**src/hw/rtl/three_sensor_ultrasonic_ranger_assert.svh**
```systemverilog
// ----------------------------------------------------------------------------
// Ranger assertion macros
// Shared concurrent assertion forms for the ranger RTL.
// ----------------------------------------------------------------------------
`ifndef THREE_SENSOR_ULTRASONIC_RANGER_ASSERT_SVH
`define THREE_SENSOR_ULTRASONIC_RANGER_ASSERT_SVH

// Same-cycle implication, checked out of reset.
`define TSUR_ASSERT_IMP(lbl, ante, cons, msg) \
  lbl: assert property (@(posedge clk) disable iff (!rst_n) (ante) |-> (cons)) \
    else $error(msg);

// Next-cycle implication, checked out of reset.
`define TSUR_ASSERT_NXT(lbl, ante, cons, msg) \
  lbl: assert property (@(posedge clk) disable iff (!rst_n) (ante) |=> (cons)) \
    else $error(msg);

`endif

```
**src/hw/rtl/tsur_pkg.sv**
```systemverilog
// ----------------------------------------------------------------------------
// Ranger package
// Types, register codes and conversion constants for the ultrasonic ranger.
// ----------------------------------------------------------------------------
package tsur_pkg;

  localparam int COUNT_BITS_DEF = 16;

  localparam int TICK_US_W = 11;
  localparam int PERIOD_W  = 8;
  localparam int SPACING_W = 7;
  localparam int CM_W      = 15;
  localparam int CFG_IDX_W = 2;
  localparam int CFG_DATA_W = 11;

  localparam logic [TICK_US_W-1:0] TICK_US_RST      = 11'd64;
  localparam logic [PERIOD_W-1:0]  CYCLE_PERIOD_RST = 8'd60;
  localparam logic [SPACING_W-1:0] SLOT_SPACING_RST = 7'd20;

  localparam logic [CFG_IDX_W-1:0] REG_TICK_US      = 2'd0;
  localparam logic [CFG_IDX_W-1:0] REG_CYCLE_PERIOD = 2'd1;
  localparam logic [CFG_IDX_W-1:0] REG_SLOT_SPACING = 2'd2;

  localparam logic [1:0] TRIG_NONE       = 2'd0;
  localparam logic [1:0] TRIG_FIRE_LEFT  = 2'd1;
  localparam logic [1:0] TRIG_FIRE_MID   = 2'd2;
  localparam logic [1:0] TRIG_FIRE_RIGHT = 2'd3;

  localparam logic [1:0] SENSOR_LEFT  = 2'd0;
  localparam logic [1:0] SENSOR_MID   = 2'd1;
  localparam logic [1:0] SENSOR_RIGHT = 2'd2;

  // Centimeters are floor(us / 58). Results saturate at CM_MAX once the
  // microsecond product reaches 32768 * 58.
  localparam int CM_DIVISOR = 58;
  localparam logic [CM_W-1:0] CM_MAX = 15'h7FFF;
  localparam int SAT_W = 21;
  localparam logic [SAT_W-1:0] CM_SAT_LIMIT = 21'(32768 * CM_DIVISOR);
  // Reciprocal of 58 scaled by 2^27, rounded up; exact for products below 2^21.
  localparam int CM_SHIFT = 27;
  localparam int RECIP_W  = 22;
  localparam logic [RECIP_W-1:0] CM_RECIP = 22'd2314099;

  typedef struct packed {
    logic left_echo;
    logic mid_echo;
    logic right_echo;
    logic count_tick;
    logic sched_tick;
  } in_t;

  typedef struct packed {
    logic [CM_W-1:0] left_cm;
    logic [CM_W-1:0] mid_cm;
    logic [CM_W-1:0] right_cm;
    logic [2:0]      updated;
    logic [1:0]      trigger;
    logic [1:0]      active_sensor;
  } out_t;

  typedef struct packed {
    logic [TICK_US_W-1:0] tick_us;
    logic [PERIOD_W-1:0]  cycle_period;
    logic [SPACING_W-1:0] slot_spacing;
  } cfg_t;

  typedef struct packed {
    logic [2:0] updated;
    logic [1:0] trigger;
    logic [1:0] active_sensor;
  } ctl_t;

endpackage

```
**src/hw/rtl/tsur_cfg_regs.sv**
```systemverilog
// ----------------------------------------------------------------------------
// Ranger configuration registers
// Holds tick length, round period and slot spacing, written by index.
// ----------------------------------------------------------------------------
module tsur_cfg_regs (
  input  logic                             clk,
  input  logic                             rst_n,
  input  logic                             wr_en,
  input  logic [tsur_pkg::CFG_IDX_W-1:0]   wr_index,
  input  logic [tsur_pkg::CFG_DATA_W-1:0]  wr_data,
  output tsur_pkg::cfg_t                   cfg
);
  import tsur_pkg::*;

  cfg_t cfg_r;
  cfg_t cfg_nxt;

  always_comb begin
    cfg_nxt = cfg_r;
    if (wr_en) begin
      unique case (wr_index)
        REG_TICK_US:      cfg_nxt.tick_us      = wr_data[TICK_US_W-1:0];
        REG_CYCLE_PERIOD: cfg_nxt.cycle_period = wr_data[PERIOD_W-1:0];
        REG_SLOT_SPACING: cfg_nxt.slot_spacing = wr_data[SPACING_W-1:0];
        default:          cfg_nxt = cfg_r;
      endcase
    end
  end

  always_ff @(posedge clk) begin
    if (!rst_n) begin
      cfg_r.tick_us      <= TICK_US_RST;
      cfg_r.cycle_period <= CYCLE_PERIOD_RST;
      cfg_r.slot_spacing <= SLOT_SPACING_RST;
    end else begin
      cfg_r <= cfg_nxt;
    end
  end

  assign cfg = cfg_r;

endmodule

```
**src/hw/rtl/tsur_front.sv**
```systemverilog
// ----------------------------------------------------------------------------
// Ranger front end
// Echo edge handling on the shared counter and the trigger scheduler.
// ----------------------------------------------------------------------------
module tsur_front #(
  parameter int COUNT_BITS = tsur_pkg::COUNT_BITS_DEF
) (
  input  logic                              clk,
  input  logic                              rst_n,
  input  logic                              accept,
  input  tsur_pkg::in_t                     in_data,
  input  logic [tsur_pkg::PERIOD_W-1:0]     cycle_period,
  input  logic [tsur_pkg::SPACING_W-1:0]    slot_spacing,
  output logic [2:0][COUNT_BITS-1:0]        snap,
  output tsur_pkg::ctl_t                    ctl
);
  import tsur_pkg::*;

  logic [2:0]                  prev_echo_r, prev_echo_nxt;
  logic [COUNT_BITS-1:0]       count_r, count_nxt;
  logic [PERIOD_W-1:0]         phase_r, phase_nxt;
  logic [1:0]                  sensor_r, sensor_nxt;
  logic [2:0][COUNT_BITS-1:0]  snap_r, snap_nxt;
  ctl_t                        ctl_r, ctl_nxt;
  logic [2:0]                  echo;
  logic [COUNT_BITS-1:0]       cnt;
  logic [PERIOD_W:0]           phase_inc;
  logic [1:0]                  trig;

  assign echo = {in_data.right_echo, in_data.mid_echo, in_data.left_echo};

  always_comb begin
    cnt      = count_r;
    snap_nxt = snap_r;
    ctl_nxt  = ctl_r;
    ctl_nxt.updated = 3'b000;
    for (int s = 0; s < 3; s++) begin
      if (echo[s] && !prev_echo_r[s]) begin
        cnt = '0;
      end else if (!echo[s] && prev_echo_r[s]) begin
        snap_nxt[s] = cnt;
        ctl_nxt.updated[s] = 1'b1;
      end
    end
    prev_echo_nxt = echo;
    count_nxt = in_data.count_tick ? cnt + COUNT_BITS'(1) : cnt;

    trig       = TRIG_NONE;
    sensor_nxt = sensor_r;
    phase_nxt  = phase_r;
    phase_inc  = {1'b0, phase_r} + 9'd1;
    if (in_data.sched_tick) begin
      if (phase_r == '0) begin
        trig = TRIG_FIRE_LEFT;
      end else if (phase_r == {1'b0, slot_spacing}) begin
        trig = TRIG_FIRE_MID;
      end else if (phase_r == {slot_spacing, 1'b0}) begin
        trig = TRIG_FIRE_RIGHT;
      end
      if (trig != TRIG_NONE) begin
        sensor_nxt = trig - 2'd1;
      end
      phase_nxt = (phase_inc >= {1'b0, cycle_period}) ? '0 : phase_inc[PERIOD_W-1:0];
    end
    ctl_nxt.trigger       = trig;
    ctl_nxt.active_sensor = sensor_nxt;
  end

  always_ff @(posedge clk) begin
    if (!rst_n) begin
      prev_echo_r <= '0;
      count_r     <= '0;
      phase_r     <= '0;
      sensor_r    <= SENSOR_LEFT;
    end else if (accept) begin
      prev_echo_r <= prev_echo_nxt;
      count_r     <= count_nxt;
      phase_r     <= phase_nxt;
      sensor_r    <= sensor_nxt;
    end
  end

  always_ff @(posedge clk) begin
    if (accept) begin
      snap_r <= snap_nxt;
      ctl_r  <= ctl_nxt;
    end
  end

  assign snap = snap_r;
  assign ctl  = ctl_r;

endmodule

```
**src/hw/rtl/tsur_cm_lane.sv**
```systemverilog
// ----------------------------------------------------------------------------
// Ranger distance lane
// Count times tick length, registered, then divided by 58 with saturation.
// ----------------------------------------------------------------------------
module tsur_cm_lane #(
  parameter int COUNT_BITS = tsur_pkg::COUNT_BITS_DEF
) (
  input  logic                             clk,
  input  logic                             en,
  input  logic [COUNT_BITS-1:0]            count_in,
  input  logic [tsur_pkg::TICK_US_W-1:0]   tick_us,
  output logic [tsur_pkg::CM_W-1:0]        cm
);
  import tsur_pkg::*;

  localparam int PROD_W  = COUNT_BITS + TICK_US_W;
  localparam int CMP_W   = (PROD_W > SAT_W) ? PROD_W : SAT_W;
  localparam int QPROD_W = SAT_W + RECIP_W;

  logic [PROD_W-1:0]   prod;
  logic [CMP_W-1:0]    prod_wide;
  logic                sat_r, sat_nxt;
  logic [SAT_W-1:0]    low_r, low_nxt;
  logic [QPROD_W-1:0]  quot;

  always_comb begin
    prod      = PROD_W'(count_in) * PROD_W'(tick_us);
    prod_wide = CMP_W'(prod);
    sat_nxt   = prod_wide >= CMP_W'(CM_SAT_LIMIT);
    low_nxt   = prod_wide[SAT_W-1:0];
  end

  always_ff @(posedge clk) begin
    if (en) begin
      sat_r <= sat_nxt;
      low_r <= low_nxt;
    end
  end

  assign quot = QPROD_W'(low_r) * QPROD_W'(CM_RECIP);
  assign cm   = sat_r ? CM_MAX : quot[CM_SHIFT+CM_W-1:CM_SHIFT];

endmodule

```
**src/hw/rtl/three_sensor_ultrasonic_ranger.sv**
```systemverilog
// ----------------------------------------------------------------------------
// Three-sensor ultrasonic ranger
// Echo pulse-width ranging for three sensors with a round-robin trigger.
// ----------------------------------------------------------------------------
// Each input request carries one clock's sample of the three echo lines, the
// count tick and the scheduler tick. Each request yields exactly one result
// request with the three stored distances in centimeters, the update mask,
// the trigger strobe and the active sensor.
// A request is taken when in_valid is high and in_stall is low; a result is
// taken when out_valid is high and out_stall is low.
// One request is taken every cycle unless the output stalls: a three-stage
// pipeline (edge and scheduler stage, multiply stage, divide and store
// stage) moves forward as a whole, and each accepted request reaches its
// result on the output register of the divide and store stage.
// When the receiver stalls a full output register, the whole pipeline holds
// and in_stall rises in the same cycle; it falls as soon as the result drains.
// Configuration writes are always ready and should only be issued while no
// request is in flight.
// Reset clears the echo counter, the phase, the stored distances and the
// pipeline, selects the left sensor and loads the default register values.
// ----------------------------------------------------------------------------
module three_sensor_ultrasonic_ranger #(
  parameter int COUNT_BITS = tsur_pkg::COUNT_BITS_DEF
) (
  input  logic                             clk,
  input  logic                             rst_n,
  input  logic                             in_valid,
  output logic                             in_stall,
  input  tsur_pkg::in_t                    in_data,
  output logic                             out_valid,
  input  logic                             out_stall,
  output tsur_pkg::out_t                   out_data,
  input  logic                             cfg_valid,
  output logic                             cfg_ready,
  input  logic [tsur_pkg::CFG_IDX_W-1:0]   cfg_index,
  input  logic [tsur_pkg::CFG_DATA_W-1:0]  cfg_data
);
  import tsur_pkg::*;

  `include "three_sensor_ultrasonic_ranger_assert.svh"

  cfg_t                        cfg;
  logic                        en;
  logic                        accept;
  logic [2:0][COUNT_BITS-1:0]  snap;
  ctl_t                        ctl1;
  ctl_t                        ctl2_r;
  logic                        v1_r, v2_r, out_valid_r;
  logic [2:0][CM_W-1:0]        cm;
  logic [2:0][CM_W-1:0]        dist_r, dist_nxt;
  out_t                        out_data_r, out_data_nxt;

  assign en        = !(out_valid_r && out_stall);
  assign in_stall  = !en;
  assign accept    = in_valid && en;
  assign cfg_ready = 1'b1;

  tsur_cfg_regs u_cfg (
    .clk      (clk),
    .rst_n    (rst_n),
    .wr_en    (cfg_valid && cfg_ready),
    .wr_index (cfg_index),
    .wr_data  (cfg_data),
    .cfg      (cfg)
  );

  tsur_front #(.COUNT_BITS(COUNT_BITS)) u_front (
    .clk          (clk),
    .rst_n        (rst_n),
    .accept       (accept),
    .in_data      (in_data),
    .cycle_period (cfg.cycle_period),
    .slot_spacing (cfg.slot_spacing),
    .snap         (snap),
    .ctl          (ctl1)
  );

  for (genvar g = 0; g < 3; g++) begin : g_lane
    tsur_cm_lane #(.COUNT_BITS(COUNT_BITS)) u_lane (
      .clk      (clk),
      .en       (en),
      .count_in (snap[g]),
      .tick_us  (cfg.tick_us),
      .cm       (cm[g])
    );
  end

  always_comb begin
    dist_nxt = dist_r;
    for (int s = 0; s < 3; s++) begin
      if (v2_r && ctl2_r.updated[s]) begin
        dist_nxt[s] = cm[s];
      end
    end
    out_data_nxt.left_cm       = dist_nxt[0];
    out_data_nxt.mid_cm        = dist_nxt[1];
    out_data_nxt.right_cm      = dist_nxt[2];
    out_data_nxt.updated       = ctl2_r.updated;
    out_data_nxt.trigger       = ctl2_r.trigger;
    out_data_nxt.active_sensor = ctl2_r.active_sensor;
  end

  always_ff @(posedge clk) begin
    if (!rst_n) begin
      v1_r        <= 1'b0;
      v2_r        <= 1'b0;
      out_valid_r <= 1'b0;
      dist_r      <= '0;
    end else if (en) begin
      v1_r        <= in_valid;
      v2_r        <= v1_r;
      out_valid_r <= v2_r;
      dist_r      <= dist_nxt;
    end
  end

  always_ff @(posedge clk) begin
    if (en) begin
      ctl2_r <= ctl1;
      if (v2_r) begin
        out_data_r <= out_data_nxt;
      end
    end
  end

  assign out_valid = out_valid_r;
  assign out_data  = out_data_r;

  `TSUR_ASSERT_IMP(a_trig_sets_sensor,
    out_valid && out_data.trigger != TRIG_NONE,
    out_data.active_sensor == out_data.trigger - 2'd1,
    "Active sensor does not follow the trigger.")

  `TSUR_ASSERT_NXT(a_request_reaches_output,
    accept ##1 en ##1 en,
    out_valid,
    "Accepted request did not reach the output register.")

  `TSUR_ASSERT_NXT(a_left_holds,
    en && v2_r && !ctl2_r.updated[0],
    $stable(dist_r[0]),
    "Left distance changed without a falling echo edge.")

endmodule

```
**config.mk**
```make
export PLATFORM = sky130hd
export DESIGN_NAME = three_sensor_ultrasonic_ranger
export DESIGN_NICKNAME = d
export VERILOG_FILES = /design/src/hw/rtl/tsur_pkg.sv /design/src/hw/rtl/tsur_cfg_regs.sv /design/src/hw/rtl/tsur_front.sv /design/src/hw/rtl/tsur_cm_lane.sv /design/src/hw/rtl/three_sensor_ultrasonic_ranger.sv
export VERILOG_INCLUDE_DIRS = /design/src /design/src/hw/rtl
export SDC_FILE = /design/constraint.sdc
export NUM_CORES = 2
export LEC_CHECK = 0
export BUFFER_PORTS_ARGS = -buffer_cell sky130_fd_sc_hd__buf_2
export CORE_MARGIN = 4
export CORE_UTILIZATION = 35
export CTS_CLUSTER_SIZE = 20
export DETAILED_ROUTE_END_ITERATION = 16
export PLACE_DENSITY = 0.48
export SLEW_MARGIN = 15
export SYNTH_ARGS = -nofsm -noshare
export SYNTH_HDL_FRONTEND = slang
export SYNTH_SLANG_ARGS = --single-unit
```
**constraint.sdc**
```tcl
create_clock -name clk -period 16.9 [get_ports clk]
set_input_delay 3.38 -clock clk [delete_from_list [all_inputs] [get_ports clk]]
set_output_delay 3.38 -clock clk [all_outputs]
set_load 0.01 [all_outputs]
```
# Yosys cells after proc, flatten, opt, wreduce, memory -nomap -nowiden
# Index checks and enable logic that the tools add are counted.
[op_classes]
mux = 20
bitwise = 4
mul = 6
n_eq_ne = 4
reduce_logical = 29
magnitude_cmp = 4
addsub = 3
[ops]
columns = ["cell", "count"]
rows = [
  ["21-bit by 22-bit multiplier with 42-bit output (second input constant)", 3],
  ["15-bit 2-to-1 mux", 6],
  ["27-bit by 21-bit >= comparator with 1-bit output (second input constant)", 3],
  ["16-bit by 11-bit multiplier with 27-bit output", 3],
  ["16-bit 2-to-1 mux", 4],
  ["16-bit by 1-bit adder with 16-bit output (second input constant)", 1],
  ["2-bit 2-to-1 mux", 6],
  ["1-bit logical AND", 11],
  ["2-bit AND reduction", 5],
  ["8-bit by 1-bit adder with 9-bit output (second input constant)", 1],
  ["9-bit by 8-bit >= comparator with 1-bit output", 1],
  ["3-bit AND reduction", 3],
  ["8-bit by 7-bit == test with 1-bit output", 1],
  ["8-bit == test", 1],
  ["8-bit logical NOT", 1],
  ["8-bit 2-to-1 mux", 1],
  ["1-bit logical NOT", 7],
  ["1-bit inverter", 4],
  ["1-bit 2-to-1 mux", 3],
  ["2-bit by 1-bit == test with 1-bit output (second input constant)", 1],
  ["2-bit == test (second input constant)", 1],
  ["2-bit logical NOT", 1],
  ["2-bit nonzero test", 1],
  ["2-bit by 1-bit subtractor with 2-bit output (second input constant)", 1],
]
[totals]
out_inout_bits = 55
elab_cells = 106
in_bits = 23
reg_bits = 283

# Depth between registers and ports, before layout
[depth]
word_depth = 8
depth_mapped = 24
ltp_nobuf = 24

# Hierarchy
# Synthesis repeated with hierarchy kept, for this count alone.
[hier_totals]
hier_cells = 5278
hier_area_um2 = 52556.7
[by_module_without_submodules]
columns = ["mod", "cells_each", "area_per_inst_um2", "instances", "seq_area_each_um2"]
rows = [
  ["tsur_cm_lane at g_lane[0].u_lane", 1527, 14528.9, 1, 660.6],
  ["tsur_cm_lane at g_lane[2].u_lane", 1509, 14507.7, 1, 660.6],
  ["tsur_cm_lane at g_lane[1].u_lane", 1453, 14033.5, 1, 660.6],
  ["three_sensor_ultrasonic_ranger", 323, 4489.3, 1, 2732.6],
  ["tsur_front", 362, 3951.3, 1, 2232.1],
  ["tsur_cfg_regs", 104, 1046.0, 1, 520.5],
]

# Worst setup path before layout
# No wires, ideal clock.
[synth_timing]
kind = "input to register"
from = "input port out_stall"
to = "register out_data_r (netlist bit out_data[0]) (enable)"
path_stages = 4
required_time_ns = 16.485
setup_slack_ns = 9.121
setup_ns = 0.415
path_buffers = 2
t_arrival_ns = 7.364
cell_sequence = "nand2_1 > clkbuf_1 > buf_1 > and2_1"
[synth_between]
elab_chain_len = 3
[synth_rtl]
columns = ["element", "line_no", "source"]
rows = [
  ["from (decl)", "three_sensor_ultrasonic_ranger.sv:31", "input logic out_stall,"],
  ["1-bit logical AND", "three_sensor_ultrasonic_ranger.sv:53", "assign en = !(out_valid_r && out_stall);"],
  ["1-bit inverter (no source line)", "n/a", ""],
  ["2-bit AND reduction (no source line)", "n/a", ""],
  ["to (signal assigned)", "three_sensor_ultrasonic_ranger.sv:121", "out_data_r <= out_data_nxt;"],
  ["to (decl)", "three_sensor_ultrasonic_ranger.sv:51", "out_t out_data_r, out_data_nxt;"],
]
# No other way between the ends.
# A chain may end at the register's enable or synchronous reset.

==> run_summary.xml <==
<?xml version="1.0" encoding="UTF-8"?>
<metrics>
  <group name="status">
    <metric name="run_status" unit="">finished clean</metric>
  </group>
  <group name="drt">
    <metric name="drt_pre_antenna_iters" unit="">5</metric>
    <metric name="wl_per_cell" unit="um">18.2</metric>
    <metric name="dr.first_iter.drc_count" unit="">1725</metric>
    <metric name="vias_per_cell" unit="">4.83</metric>
    <metric name="routed-via-count" unit="">33700</metric>
    <metric name="drcViolationCount" unit="">0</metric>
    <metric name="antenna_left" unit="">0</metric>
    <metric name="routed_wirelength" unit="um">127000</metric>
  </group>
  <group name="critical_path">
    <metric name="critical_path_class" unit="">reg -&gt; reg</metric>
    <metric name="cp_cell_sequence" unit="">fa_1 &gt; inv_1 &gt; fa_1 &gt; fa_1 &gt; inv_1 &gt; fa_1 &gt; inv_1 &gt; fa_1 &gt; inv_1 &gt; fa_1 &gt; inv_1 &gt; fa_1 &gt; inv_1 &gt; ha_1 &gt; o21ai_0 &gt; nor2_1 &gt; a2111oi_0 &gt; o211ai_1 &gt; a41oi_1 &gt; o31ai_1 &gt; a31oi_1 &gt; o21bai_1 &gt; xor2_1 &gt; o31a_1</metric>
    <metric name="critical_path.max_stage_delay" unit="ps">630</metric>
    <metric name="crit_slowest_cell" unit="">a2111oi_0</metric>
    <metric name="end_kind" unit="">register</metric>
    <metric name="critical_path_required" unit="ps">17230</metric>
    <metric name="crit_top_cell" unit="">fa_1</metric>
    <metric name="critical_path.n_buffers_inverters" unit="">6</metric>
    <metric name="worst_setup_path_start_kind" unit="">register</metric>
    <metric name="worst-endpoint-arrival" unit="ps">8070</metric>
    <metric name="timing.critical_path.fanout_max" unit="">8</metric>
    <metric name="worst_path_dominant_cell_family" unit="">adder cells</metric>
  </group>
  <group name="global_routing">
    <metric name="global_route.usage.total" unit="">0.175</metric>
    <metric name="largest_net_degree_at_the_start_of_global_routing" unit="">62</metric>
    <metric name="grt.overflow.total" unit="">0</metric>
    <metric name="grt_pass1_wl" unit="um">208000</metric>
    <metric name="vias_in_the_first_global_route" unit="">37000</metric>
    <metric name="grt_antenna_before_repair" unit="">7</metric>
  </group>
  <group name="synthesis">
    <metric name="netlist.area_leader.share" unit="">0.354</metric>
    <metric name="synth-compound-area-share" unit="">0.0740</metric>
    <metric name="post_synth_fa_ha_maj_area_fraction" unit="">0.551</metric>
    <metric name="yosysTopAreaCell" unit="">fa_1</metric>
    <metric name="asyncSetResetFlopFracSynth" unit="">0</metric>
    <metric name="synthesis.instances" unit="">5045</metric>
    <metric name="synth_mux_area_frac" unit="">0.00557</metric>
    <metric name="xor_xnor_fraction_of_synth_area" unit="">0.0213</metric>
    <metric name="post_synth.cell_area_avg" unit="um^2">10.0</metric>
    <metric name="combinational_family_with_the_most_area_after_synthesis" unit="">adder cells</metric>
    <metric name="synth_seq_area_share" unit="">0.148</metric>
    <metric name="synthMostInstantiatedCell" unit="">inv_1</metric>
    <metric name="ys_seq_elements" unit="">283</metric>
    <metric name="yosys.cell_types.count" unit="">88</metric>
    <metric name="synth.cells.most_frequent" unit="">1112 x inv_1, 894 x fa_1, 797 x ha_1, 393 x nand2_1, 302 x and2_1</metric>
    <metric name="synth-warning-count" unit="">0</metric>
    <metric name="synth.cell_area" unit="um^2">50600</metric>
    <metric name="yosys_most_used_dff" unit="">edfxtp_1</metric>
    <metric name="synthTopCellsByArea" unit="">fa_1 35%, ha_1 20%, edfxtp_1 11%, inv_1 8.3%, dfxtp_1 4.1%</metric>
    <metric name="yosys.area_share.simple" unit="">0.106</metric>
    <metric name="syn-num-nets" unit="">6759</metric>
    <metric name="synth-edff-count" unit="">180</metric>
  </group>
  <group name="die">
    <metric name="placementRows" unit="">139</metric>
    <metric name="fp.dieH" unit="um">388</metric>
    <metric name="io-pin-count" unit="">78</metric>
    <metric name="coreArea" unit="um^2">144000</metric>
    <metric name="initial_core_util" unit="">0.352</metric>
    <metric name="die_width" unit="um">388</metric>
    <metric name="die_area" unit="um^2">151000</metric>
  </group>
  <group name="timing">
    <metric name="worst_slew_pin_slew" unit="ps">1110</metric>
    <metric name="number_of_pins_with_negative_max_slew_slack_in_the_final_report" unit="">0</metric>
    <metric name="timing.slew.headroom" unit="">0.256</metric>
    <metric name="worst_hold_slack" unit="ps">415</metric>
    <metric name="finalCriticalPeriod" unit="ps">7730</metric>
    <metric name="report.final.hold_viol_count" unit="">0</metric>
    <metric name="fin_worst_skew" unit="ps">27.1</metric>
    <metric name="rsz0062_at_grt" unit="">false</metric>
    <metric name="post-route-period-util" unit="">0.458</metric>
    <metric name="setup_viol" unit="">0</metric>
    <metric name="layout_setup_ws" unit="ps">9170</metric>
    <metric name="fin_setup_tns" unit="ps">0</metric>
    <metric name="timing.fmax" unit="MHz">129</metric>
  </group>
  <group name="cts">
    <metric name="cts_tree" unit="">done</metric>
    <metric name="worst_skew_pair_latency" unit="ps">610</metric>
    <metric name="cts.repair.resized" unit="">0</metric>
    <metric name="clock_tree.root_cell" unit="">clkbuf_16</metric>
    <metric name="cts_max_path_buffers" unit="">3</metric>
    <metric name="cts.sinks" unit="">283</metric>
    <metric name="post_cts.repair.setup_buffers" unit="">0</metric>
    <metric name="cts-hold-fix-buffers" unit="">0</metric>
    <metric name="clkSlewWorstSetupHoldPaths" unit="ps">70</metric>
    <metric name="cts_h_tree_depth" unit="">2</metric>
    <metric name="numCtsBuffers" unit="">38</metric>
  </group>
  <group name="cells_and_area">
    <metric name="layout.cells.non_filler" unit="">6964</metric>
    <metric name="area_growth" unit="%">7.31</metric>
    <metric name="num-nets-final" unit="">6743</metric>
    <metric name="drive_gt1_frac" unit="">0.0457</metric>
  </group>
  <group name="place">
    <metric name="port-buffer-count" unit="">76</metric>
    <metric name="gp_routability_congestion" unit="">0.906</metric>
    <metric name="placement.setup.worst_slack" unit="ps">9080</metric>
    <metric name="dpl_wire_length" unit="um">104000</metric>
    <metric name="placedCellCount" unit="">6892</metric>
  </group>
  <group name="flow_run">
    <metric name="cap_violations" unit="">0</metric>
  </group>
  <group name="worst_hold_path">
    <metric name="holdCritPathClass" unit="">reg -&gt; reg</metric>
  </group>
</metrics>
layout by cell type (no fill, tap or decap), types with 10 or more instances in the layout:
cell type	netlist	routed
inv_1	1112	1112
fa_1	894	894
ha_1	797	797
nand2_1	393	392
and2_1	302	301
edfxtp_1	180	180
nor2_1	176	176
a21oi_1	163	163
o21ai_0	121	121
dfxtp_1	103	96
xnor2_1	87	87
buf_2	2	76
a21o_1	64	64
nand3_1	38	38
clkbuf_16	0	38
xor2_1	36	36
nor3_1	30	30
mux2i_1	27	27
a211oi_1	25	25
and3_1	25	25
nand2b_1	24	24
buf_4	2	23
o21a_1	22	22
a31oi_1	20	20
or2_2	20	20
nand4_1	19	19
nor2b_1	18	18
o31ai_1	17	17
o22a_1	15	15
o221a_2	14	14
o21bai_1	12	12
or3_1	10	10
o31a_1	10	10
per-stage QoR:
stage / area [um^2] / utilization
2_1_floorplan: 50600 / -
3_3_place_gp: 52900 / 0.369
3_5_place_dp: 52900 / 0.369
4_1_cts: 54300 / 0.378
5_1_grt: 54300 / 0.378
6_report: 54300 / 0.378
kinds of logic (layout without fill, tap and decap cells):
logic type	after synthesis	after routing
AOI/OAI and AO/OA	564	564
xor gates and xnor gates	123	123
adders and majority gates	1691	1691
buffers and inverters	1268	1282
DFF	283	283
muxes	28	28
other	1	3
and+or+nand+nor	1087	1087
layout make-up:
cell class / instances / area [um^2]
diodes: 2 / 5.00
clock buffers: 46 / 1010
clock inverters: 24 / 322
fillers: 14500 / 89400
inverters: 1113 / 4180
multi-input cells: 3494 / 38400
flip-flops and latches: 283 / 7480
well taps: 1903 / 2380
repair buffers: 99 / 553
path summary, 6_finish.rpt:
kind                                                start            to  slack, ps  cells past startpoint
worst max-delay path            g_lane[2].u_lane.low_r[3]  out_data[19]       9170                     24
worst min-delay path                       u_front.ctl[5]     ctl2_r[5]        410                      0
worst max register to register  g_lane[2].u_lane.low_r[3]  out_data[19]       9170                     24
worst min register to register             u_front.ctl[5]     ctl2_r[5]        410                      0
state kept, by name, summed over array words and instances (netlist names):
register and count:
u_front.count_r 16, g_lane.u_lane.sat_r 3, u_front.ctl 7, v2_r 1
u_front.phase_r 8, out_valid 1, v1_r 1, g_lane.u_lane.low_r 63
u_cfg.cfg 26, ctl2_r 7, out_data 52, u_front.sensor_r 2
u_front.prev_echo_r 3, dist_r 45, u_front.snap 48
worst reg2reg max path, cell delays in order, from the launching register on:
cell and delay, ps:
edfxtp_1 570, fa_1 600, inv_1 110, fa_1 520
fa_1 490, inv_1 50, fa_1 500, inv_1 60
fa_1 530, inv_1 50, fa_1 470, inv_1 50
fa_1 490, inv_1 40, ha_1 310, o21ai_0 180
nor2_1 60, a2111oi_0 630, o211ai_1 260, a41oi_1 460
o31ai_1 240, a31oi_1 290, o21bai_1 110, xor2_1 160
o31a_1 250
metal layers:
metal	global-route usage	vias to the layer above	part of all wire
met5	0	-	0.000055
met4	0.0324	2	0.018
met3	0.0269	92	0.046
met2	0.284	532	0.45
met1	0.249	17100	0.48
li1	-	15900	-
Power is left out: the tool's default activity adds up to more than one toggle a clock period on the data nets, which glitch-free logic cannot reach.
